File: src/hw/rtl/assert_macros.svh
// Assertion helpers shared by the converter RTL.
// Both sample on the rising edge of clk and are switched off while rst_n is low.
`ifndef ASSERT_MACROS_SVH
`define ASSERT_MACROS_SVH

// A condition that must hold on every clock edge outside reset.
`define ASSERT_ALWAYS(label, cond, msg) \
  label: assert property (@(posedge clk) disable iff (!rst_n) (cond)) else $error(msg);

// An implication that is checked within the same clock edge.
`define ASSERT_IMPLY(label, ante, cons, msg) \
  label: assert property (@(posedge clk) disable iff (!rst_n) (ante) |-> (cons)) \
    else $error(msg);

`endif

File: src/hw/rtl/cdoc_pkg.sv
`timescale 1ns / 1ps

package cdoc_pkg;

  // Conversion direction.
  localparam logic ACT_DATE_TO_ORD = 1'b0;
  localparam logic ACT_ORD_TO_DATE = 1'b1;

  localparam logic [3:0] MONTH_FEB  = 4'd2;
  localparam logic [3:0] MONTH_DEC  = 4'd12;
  localparam logic [8:0] DAYS_COMMON = 9'd365;
  localparam logic [8:0] DAYS_LEAP   = 9'd366;

  // floor(y / 25) = (y * DIV25_RECIP) >> DIV25_SHIFT, exact for every 14-bit y.
  localparam int unsigned DIV25_SHIFT = 19;
  localparam logic [14:0] DIV25_RECIP = 15'd20972;
  localparam logic [13:0] DIV25_CONST = 14'd25;

  typedef struct packed {
    logic       action;
    logic [13:0] year;
    logic [3:0] month;
    logic [6:0] day;
    logic [8:0] ordinal;
  } item_t;

  // After the first stage: the item plus floor(year / 25).
  typedef struct packed {
    item_t      item;
    logic [9:0] quo25;
  } s1_t;

  // After the second stage: checks done, month and days-before settled.
  typedef struct packed {
    logic       action;
    logic       ok;
    logic       leap;
    logic [3:0] month;
    logic [8:0] base;
    logic [6:0] day;
    logic [8:0] ordinal;
  } s2_t;

  typedef struct packed {
    logic       valid_result;
    logic       leap_year;
    logic [8:0] ordinal_out;
    logic [3:0] month_out;
    logic [4:0] day_out;
  } result_t;

  // Days before the first of the month in a common year.
  function automatic logic [8:0] days_before(input logic [3:0] m);
    logic [8:0] b;
    case (m)
      4'd2:    b = 9'd31;
      4'd3:    b = 9'd59;
      4'd4:    b = 9'd90;
      4'd5:    b = 9'd120;
      4'd6:    b = 9'd151;
      4'd7:    b = 9'd181;
      4'd8:    b = 9'd212;
      4'd9:    b = 9'd243;
      4'd10:   b = 9'd273;
      4'd11:   b = 9'd304;
      4'd12:   b = 9'd334;
      default: b = 9'd0;
    endcase
    return b;
  endfunction

  // Month length in a common year; zero for codes that name no month.
  function automatic logic [4:0] month_len(input logic [3:0] m);
    logic [4:0] l;
    case (m)
      4'd1, 4'd3, 4'd5, 4'd7, 4'd8, 4'd10, 4'd12: l = 5'd31;
      4'd4, 4'd6, 4'd9, 4'd11:                   l = 5'd30;
      4'd2:                                      l = 5'd28;
      default:                                   l = 5'd0;
    endcase
    return l;
  endfunction

endpackage

File: src/hw/rtl/calendar_date_ordinal_converter_core.sv
// A word taken at the input passes through the stage-one, stage-two and output registers.
// Throughput: one word per cycle while out_ready is high; every stage takes a new word
// whenever its own register is empty or is being emptied, so a stall loses or repeats nothing.
// The three stages are a constant-reciprocal multiply, a table and compare stage,
// and an add or subtract with the output register.
// Reset (rst_n low, synchronous) clears only the valid bits of the stages.
`timescale 1ns / 1ps
`include "assert_macros.svh"

module calendar_date_ordinal_converter_core (
  input  logic        clk,
  input  logic        rst_n,
  input  logic        in_valid,
  output logic        in_ready,
  input  logic        in_action,
  input  logic [13:0] in_year,
  input  logic [3:0]  in_month_in,
  input  logic [6:0]  in_day_in,
  input  logic [8:0]  in_ordinal_in,
  output logic        out_valid,
  input  logic        out_ready,
  output logic        out_valid_result,
  output logic        out_leap_year,
  output logic [8:0]  out_ordinal_out,
  output logic [3:0]  out_month_out,
  output logic [4:0]  out_day_out
);

  cdoc_pkg::item_t   in_item;
  cdoc_pkg::s1_t     s1_data;
  cdoc_pkg::s2_t     s2_data;
  cdoc_pkg::result_t res_data;
  logic              s1_valid;
  logic              s1_ready;
  logic              s2_valid;
  logic              s2_ready;
  logic              conv_zero;
  logic              conv_one;
  logic              month_day_ok;

  // Gather the input word into one bundle for the pipeline.
  always_comb begin
    in_item.action  = in_action;
    in_item.year    = in_year;
    in_item.month   = in_month_in;
    in_item.day     = in_day_in;
    in_item.ordinal = in_ordinal_in;
  end

  // Stage one: floor(year / 25), which the leap rule needs for the
  // hundred and four-hundred tests.
  cdoc_div_stage u_div (
    .clk      (clk),
    .rst_n    (rst_n),
    .up_valid (in_valid),
    .up_ready (in_ready),
    .up_data  (in_item),
    .dn_valid (s1_valid),
    .dn_ready (s1_ready),
    .dn_data  (s1_data)
  );

  // Stage two: leap flag, range checks, and either the days before the given
  // month or the month that holds the given ordinal.
  cdoc_lookup_stage u_lookup (
    .clk      (clk),
    .rst_n    (rst_n),
    .up_valid (s1_valid),
    .up_ready (s1_ready),
    .up_data  (s1_data),
    .dn_valid (s2_valid),
    .dn_ready (s2_ready),
    .dn_data  (s2_data)
  );

  // Stage three: ordinal = before + day, or day = ordinal - before. Its
  // register is the output register, so the result holds while stalled.
  cdoc_result_stage u_result (
    .clk      (clk),
    .rst_n    (rst_n),
    .up_valid (s2_valid),
    .up_ready (s2_ready),
    .up_data  (s2_data),
    .dn_valid (out_valid),
    .dn_ready (out_ready),
    .dn_data  (res_data)
  );

  assign out_valid_result = res_data.valid_result;
  assign out_leap_year    = res_data.leap_year;
  assign out_ordinal_out  = res_data.ordinal_out;
  assign out_month_out    = res_data.month_out;
  assign out_day_out      = res_data.day_out;

  // Views of the output word that the checks below look at.
  assign conv_zero    = (out_ordinal_out == 9'd0) && (out_month_out == 4'd0) &&
                        (out_day_out == 5'd0);
  assign conv_one     = (out_ordinal_out != 9'd0) != (out_month_out != 4'd0);
  assign month_day_ok = (out_month_out <= cdoc_pkg::MONTH_DEC) && (out_day_out != 5'd0);

  // A rejected word must carry all-zero conversion fields.
  `ASSERT_IMPLY(a_invalid_zero, out_valid && !out_valid_result, conv_zero, "fields not zeroed")
  // A good word carries exactly one of the two conversions.
  `ASSERT_IMPLY(a_one_result, out_valid && out_valid_result, conv_one, "bad conversion fields")
  // A month from an ordinal always comes with a day in 1..31.
  `ASSERT_IMPLY(a_month_day, out_valid && (out_month_out != 4'd0), month_day_ok, "bad month or day")
  // Back-pressure reaches the input only when the first stage holds a word.
  `ASSERT_ALWAYS(a_ready_full, in_ready || s1_valid, "input stalled with empty first stage")

endmodule

File: src/hw/rtl/cdoc_div_stage.sv
`timescale 1ns / 1ps

// First stage: divides the year by 25 with a constant reciprocal.
module cdoc_div_stage (
  input  logic            clk,
  input  logic            rst_n,
  input  logic            up_valid,
  output logic            up_ready,
  input  cdoc_pkg::item_t up_data,
  output logic            dn_valid,
  input  logic            dn_ready,
  output cdoc_pkg::s1_t   dn_data
);

  logic          valid_r;
  cdoc_pkg::s1_t data_r;
  cdoc_pkg::s1_t data_nxt;
  logic [28:0]   prod;

  assign prod = {15'd0, up_data.year} * {14'd0, cdoc_pkg::DIV25_RECIP};

  always_comb begin
    data_nxt.item  = up_data;
    data_nxt.quo25 = prod[cdoc_pkg::DIV25_SHIFT +: 10];
  end

  assign up_ready = !valid_r || dn_ready;

  always_ff @(posedge clk) begin
    if (!rst_n) begin
      valid_r <= 1'b0;
    end else if (up_ready) begin
      valid_r <= up_valid;
    end
  end

  always_ff @(posedge clk) begin
    if (up_ready && up_valid) begin
      data_r <= data_nxt;
    end
  end

  assign dn_valid = valid_r;
  assign dn_data  = data_r;

endmodule

File: src/hw/rtl/cdoc_lookup_stage.sv
`timescale 1ns / 1ps

// Second stage: leap rule, range checks and month search.
module cdoc_lookup_stage (
  input  logic          clk,
  input  logic          rst_n,
  input  logic          up_valid,
  output logic          up_ready,
  input  cdoc_pkg::s1_t up_data,
  output logic          dn_valid,
  input  logic          dn_ready,
  output cdoc_pkg::s2_t dn_data
);

  logic          valid_r;
  cdoc_pkg::s2_t data_r;
  cdoc_pkg::s2_t data_nxt;
  logic [13:0]   q25;
  logic          div25;
  logic          leap;
  logic [4:0]    mlen;
  logic [8:0]    last;
  logic [3:0]    msel;
  logic [8:0]    bsel;
  logic [8:0]    bcur;

  assign q25   = {4'd0, up_data.quo25} * cdoc_pkg::DIV25_CONST;
  assign div25 = (q25 == up_data.item.year);
  // Divisible by 4 but not by 100, or divisible by 400 (16 and 25).
  assign leap  = ((up_data.item.year[1:0] == 2'd0) && !div25) ||
                 ((up_data.item.year[3:0] == 4'd0) && div25);

  always_comb begin
    msel = 4'd1;
    bsel = 9'd0;
    bcur = 9'd0;
    // Thresholds rise with the month, so the last one below the ordinal wins.
    // The leap day only shifts the months after February.
    for (int i = 2; i <= 12; i++) begin
      bcur = cdoc_pkg::days_before(4'(i)) +
             {8'd0, leap && (4'(i) > cdoc_pkg::MONTH_FEB)};
      if (bcur < up_data.item.ordinal) begin
        msel = 4'(i);
        bsel = bcur;
      end
    end
  end

  always_comb begin
    mlen = cdoc_pkg::month_len(up_data.item.month) +
           {4'd0, (up_data.item.month == cdoc_pkg::MONTH_FEB) && leap};
    last = leap ? cdoc_pkg::DAYS_LEAP : cdoc_pkg::DAYS_COMMON;

    data_nxt.action  = up_data.item.action;
    data_nxt.leap    = leap;
    data_nxt.day     = up_data.item.day;
    data_nxt.ordinal = up_data.item.ordinal;

    if (up_data.item.action == cdoc_pkg::ACT_DATE_TO_ORD) begin
      data_nxt.ok    = (up_data.item.month != 4'd0) &&
                       (up_data.item.month <= cdoc_pkg::MONTH_DEC) &&
                       (up_data.item.day != 7'd0) &&
                       (up_data.item.day <= {2'd0, mlen});
      data_nxt.month = up_data.item.month;
      data_nxt.base  = cdoc_pkg::days_before(up_data.item.month) +
                       {8'd0, (up_data.item.month > cdoc_pkg::MONTH_FEB) && leap};
    end else begin
      data_nxt.ok    = (up_data.item.ordinal != 9'd0) && (up_data.item.ordinal <= last);
      data_nxt.month = msel;
      data_nxt.base  = bsel;
    end
  end

  assign up_ready = !valid_r || dn_ready;

  always_ff @(posedge clk) begin
    if (!rst_n) begin
      valid_r <= 1'b0;
    end else if (up_ready) begin
      valid_r <= up_valid;
    end
  end

  always_ff @(posedge clk) begin
    if (up_ready && up_valid) begin
      data_r <= data_nxt;
    end
  end

  assign dn_valid = valid_r;
  assign dn_data  = data_r;

endmodule

File: src/hw/rtl/cdoc_result_stage.sv
`timescale 1ns / 1ps

// Third stage: final add or subtract, zeroing of unused fields, output register.
module cdoc_result_stage (
  input  logic              clk,
  input  logic              rst_n,
  input  logic              up_valid,
  output logic              up_ready,
  input  cdoc_pkg::s2_t     up_data,
  output logic              dn_valid,
  input  logic              dn_ready,
  output cdoc_pkg::result_t dn_data
);

  logic              valid_r;
  cdoc_pkg::result_t data_r;
  cdoc_pkg::result_t data_nxt;
  logic [8:0]        diff;

  assign diff = up_data.ordinal - up_data.base;

  always_comb begin
    data_nxt.valid_result = up_data.ok;
    data_nxt.leap_year    = up_data.leap;
    data_nxt.ordinal_out  = 9'd0;
    data_nxt.month_out    = 4'd0;
    data_nxt.day_out      = 5'd0;
    if (up_data.ok) begin
      if (up_data.action == cdoc_pkg::ACT_DATE_TO_ORD) begin
        data_nxt.ordinal_out = up_data.base + {2'd0, up_data.day};
      end else begin
        data_nxt.month_out = up_data.month;
        data_nxt.day_out   = diff[4:0];
      end
    end
  end

  assign up_ready = !valid_r || dn_ready;

  always_ff @(posedge clk) begin
    if (!rst_n) begin
      valid_r <= 1'b0;
    end else if (up_ready) begin
      valid_r <= up_valid;
    end
  end

  always_ff @(posedge clk) begin
    if (up_ready && up_valid) begin
      data_r <= data_nxt;
    end
  end

  assign dn_valid = valid_r;
  assign dn_data  = data_r;

endmodule

File: config.mk
export PLATFORM = sky130hd
export DESIGN_NAME = calendar_date_ordinal_converter_core
export DESIGN_NICKNAME = d
export VERILOG_FILES = /design/src/hw/rtl/cdoc_pkg.sv /design/src/hw/rtl/calendar_date_ordinal_converter_core.sv /design/src/hw/rtl/cdoc_div_stage.sv /design/src/hw/rtl/cdoc_lookup_stage.sv /design/src/hw/rtl/cdoc_result_stage.sv
export VERILOG_INCLUDE_DIRS = /design/src /design/src/hw/rtl
export SDC_FILE = /design/constraint.sdc
export NUM_CORES = 1
export LEC_CHECK = 0
export BUFFER_PORTS_ARGS = -buffer_cell sky130_fd_sc_hd__buf_2
export CORE_MARGIN = 2
export CORE_UTILIZATION = 35
export DETAILED_ROUTE_END_ITERATION = 16
export PLACE_DENSITY = 0.53
export SLEW_MARGIN = 10
export SYNTH_ARGS = -nofsm -noshare
export SYNTH_HDL_FRONTEND = slang
export SYNTH_SLANG_ARGS = --single-unit
File: constraint.sdc
create_clock -name clk -period 6.4 [get_ports clk]
set_clock_uncertainty 0.1 [all_clocks]
set_input_delay 0.32 -clock clk [delete_from_list [all_inputs] [get_ports clk]]
set_output_delay 0.32 -clock clk [all_outputs]
set_load 0.03 [all_outputs]
==> summary.md <==
| Metric | Value |
|---|---|
| Status | completed |
| End of the critical path | u_lookup.dn_data[30] |
| Worst R2R Setup Slack | ~0.46 ns |
| Final setup violation count | 0 |
| Total power draw | between 4 and 5 mW |
| Async S/R FF share, synth | 0% |
| Initial Util | approximately 36% |
| Htree depth | 3 |
| RSZ-0062 raised after global routing | no |
| Vias in the first global route | ~6700 |
| Worst path slowest cell | or4_4 |
| Syn Area/Cell | 10.6 um2 |
| Max cap viols | 0 |
| Data arrival, critical path | just over 6 ns |
| CTS tree | built |
| Die width | 170 um |
| GRT busiest layer | met2 |
| Post-CTS Setup Inserts | 0 |
| Worst-Margin Slew | 0.909 ns |
| RR Startpoint | u_div.dn_data[2] |
| Setup_tns | 0 ns |
| Area Overhead vs Synth | 10.8% |
| Worst setup margin | 0.458 ns |
| GRT Total Usage | around 15% |
| Synth warnings | 0 |
| Via density | just under 5 |
| Min cycle time layout | about 5.9 ns |
| Num CTS Buffers | 9 |
| Layout cells sized above 1 | 11.2% |
| Core box area | about 0.027 mm2 |
| Die Ht | between 150 and 200 um |
| R2R Path End | u_lookup.dn_data[30] |
| FMAX | between 150 and 200 MHz |
| Max clock buf depth | 2 |
| First-pass GRT wire length | between 30000 and 40000 um |
| Met3 GRT Util | under 10% |
| Syn nets | 1182 |
| Final hold slack | 0.0385 ns |
| Synth Flop Type | edfxtp_1 |
| Clock slew at reported path FFs | around 0.080 ns |
| Initial antenna violation count | 3 |
| Syn Std Cell Area | slightly below 0.01 mm2 |
| Clock tree sinks | between 100 and 150 |
| Design area | around 0.011 mm2 |
| Post-synthesis compound-gate area fraction | a little under an eighth |
| Crit. End Element | flop |
| Proportion of synthesized area in mux cells | less than 1% |
| Cell mode on critical path | ha_1 |
| Post-layout util | roughly two fifths |
| Crit path kind | flop to flop |
| Gr ovfl total | 0 |
| I/O Buffers | 60 |
| Cells after synthesis | ~900 |
| HP Class | input pin to flop |
| R2r worst-path depth | 24 |
| Detail Route Antenna Nets | 0 |
| Non-filler cells, final | 1353 |
| EDFF count, synth | 93 |
| Largest family of logic cells by synthesized area | adder cells |
| Placed cells | about 1300 |
| Routed wire length per instance | approximately 15 um |
| Pre-Repair DR Iteration Count | 5 |
| Crit path launch type | flop |
| Placed Instance Area | 0.0104 mm2 |
| VDD IR max | ~0.33 mV |
| Slew Limit Fails | 0 |
| PD cells | roughly 430 mW/mm2 |
| Met1 global-route usage | about a fifth |
| Synth Area in Simple Gates | 10.4% |
| Hold Violations, Final | 0 |
| Setup WS pre-CTS | between 0.2 and 0.3 ns |
| Met2 usage | between 20% and 30% |
| FP Rows | 60 |
| Worst-path fanout max | 9 |
| XOR/XNOR Fraction of Synth Area | around 3.7% |
| CTS Root Cell | clkbuf_16 |
| Final wirelength | approximately 20000 um |
| Count of cell types in the netlist | 78 |
| CP cell instances | ha_1 > ha_1 > fa_1 > ha_1 > nor2_1 > or4_4 > and4_4 > or2_4 > o211ai_4 > nand2_4 > nor4b_2 > ha_1 > ha_1 > inv_1 > ha_1 > ha_1 > o21a_1 > o21ai_0 > nand2b_1 > a21oi_1 > a31oi_1 > a2111oi_2 > a21oi_1 > o21ai_0 |
| Initial DRC count | ~440 |
| Largest net degree at the start of global routing | 31 |
| Placer congestion estimate | slightly above 0.8 |
| DR vias | ~6600 |
| Req. time, crit path | roughly 6.5 ns |
| Adder-cell share of the synthesized area | between 30% and 40% |
| Seq/Total Area, Yosys | a little under a third |
| Fin nets | 1245 |
| DIE AREA | 0.0290 mm2 |
| P_leak | about 4.9 nW |
| Rel. slew slack | about two fifths |
| Yosys reg bits | ~110 |
| Worst skew pair latency | about 0.35 ns |
| Tcrit/Tclk final | between 90 and 100% |
| Crit. Startpoint | u_div.dn_data[2] |
| Slowest stage delay, CP | approximately 0.5 ns |
| Dpl hpwl | roughly 17000 um |
| Top Ports | 61 |
| # DRC | 0 |
-- how the worst min path moves through the flow --
stage,slack (ns),to,cells after the start,startpoint
floorplan,0.30,u_result.dn_data[18],0,u_lookup.dn_data[29]
global placement,0.32,u_result.dn_data[18],0,u_lookup.dn_data[29]
detailed placement,0.33,u_result.dn_data[18],0,u_lookup.dn_data[29]
CTS,0.03,u_div.dn_data[23],1,in_day_in[4]
global route,0.03,u_div.dn_data[24],1,in_day_in[5]
finish,0.04,u_div.dn_data[23],1,in_day_in[4]
-- cell families after synthesis --
group / count (synthesis)
adders and majority gates: 231
and+or+nand+nor: 201
AOI/OAI and AO/OA: 164
buffers and inverters: 163
DFF: 108
xor gates and xnor gates: 41
muxes: 4
-- report_power, final --
part / switching, mW / leakage [nW] / internal (mW) / total, mW
combinational: 1.76 / 3.75 / 1.36 / 3.12
clock: 0.266 / 0.135 / 0.269 / 0.535
sequential: 0.0779 / 1.01 / 0.884 / 0.962
-- worst max-delay path: cells and delay by family, from the launching register on --
kind	cells	cell delay, ns
simple gates	7	1.53
buf+inv	1	0.04
compound gates	8	1.20
flops	1	0.46
fa+ha+maj	8	2.44
-- repair_timing --
action / in CTS / in global routing
gates resized for setup: 0 / 5
endpoints found under the setup margin: 0 / 1
hold endpoints to repair: 0 / 0
hold buffers: 0 / 0
-- cell usage after synthesis (all sizes together), types with 7 or more instances --
cell | number | area, um2
nor3 | 14 | 70.1
and3 | 12 | 75.1
nor2b | 11 | 68.8
xor2 | 12 | 105
inv | 150 | 563
o211ai | 10 | 93.8
o21a | 12 | 90.1
nand2 | 45 | 176
a21o | 13 | 98.9
edfxtp | 93 | 2790
fa | 70 | 1400
nand3 | 12 | 60.1
nor2 | 64 | 243
a21oi | 44 | 224
o21ai | 22 | 114
clkbuf | 10 | 37.5
ha | 161 | 2010
dfxtp | 15 | 300
o21bai | 7 | 52.6
or2 | 7 | 46.3
xnor2 | 29 | 254
a31oi | 9 | 56.3
-- cell usage in the layout, fill, tap and decap left out, types with 4 or more instances in the layout --
cell       count
ha_1         160
nand2b_1       5
or3_1          5
o21bai_1       7
xnor2_1       29
xor2_1        12
nor4_1         6
dfxtp_1       15
o21a_1        12
buf_2         60
a21o_1        12
nand3_1       12
a31oi_1        9
and3_1        12
inv_1        149
edfxtp_1      93
o21ai_0       20
o211ai_1       8
nor2_1        63
nor2b_1       10
or2_2          4
nand2_1       44
clkbuf_16      9
a21oi_1       43
fa_1          70
nand4_1        5
o2111ai_1      4
nor3_1        14
-- final cells by class --
class,instances,area (um2)
fill,2696,16400
timing repair buffer,63,323
antenna,1,2.50
sequential,108,3090
inverter,152,576
multi-input combinational,641,6010
tap,372,465
clock buffer,10,229
clock inverter,6,46.3
-- metal layers --
layer  vias to the layer above  part of all wire (%)
met4                         4                   1.7
met3                        24                   4.2
met5                         -                  0.12
met2                       152                    48
li1                       3317                     -
met1                      3104                    46
Note: power is estimated with default switching activity, not from simulation.
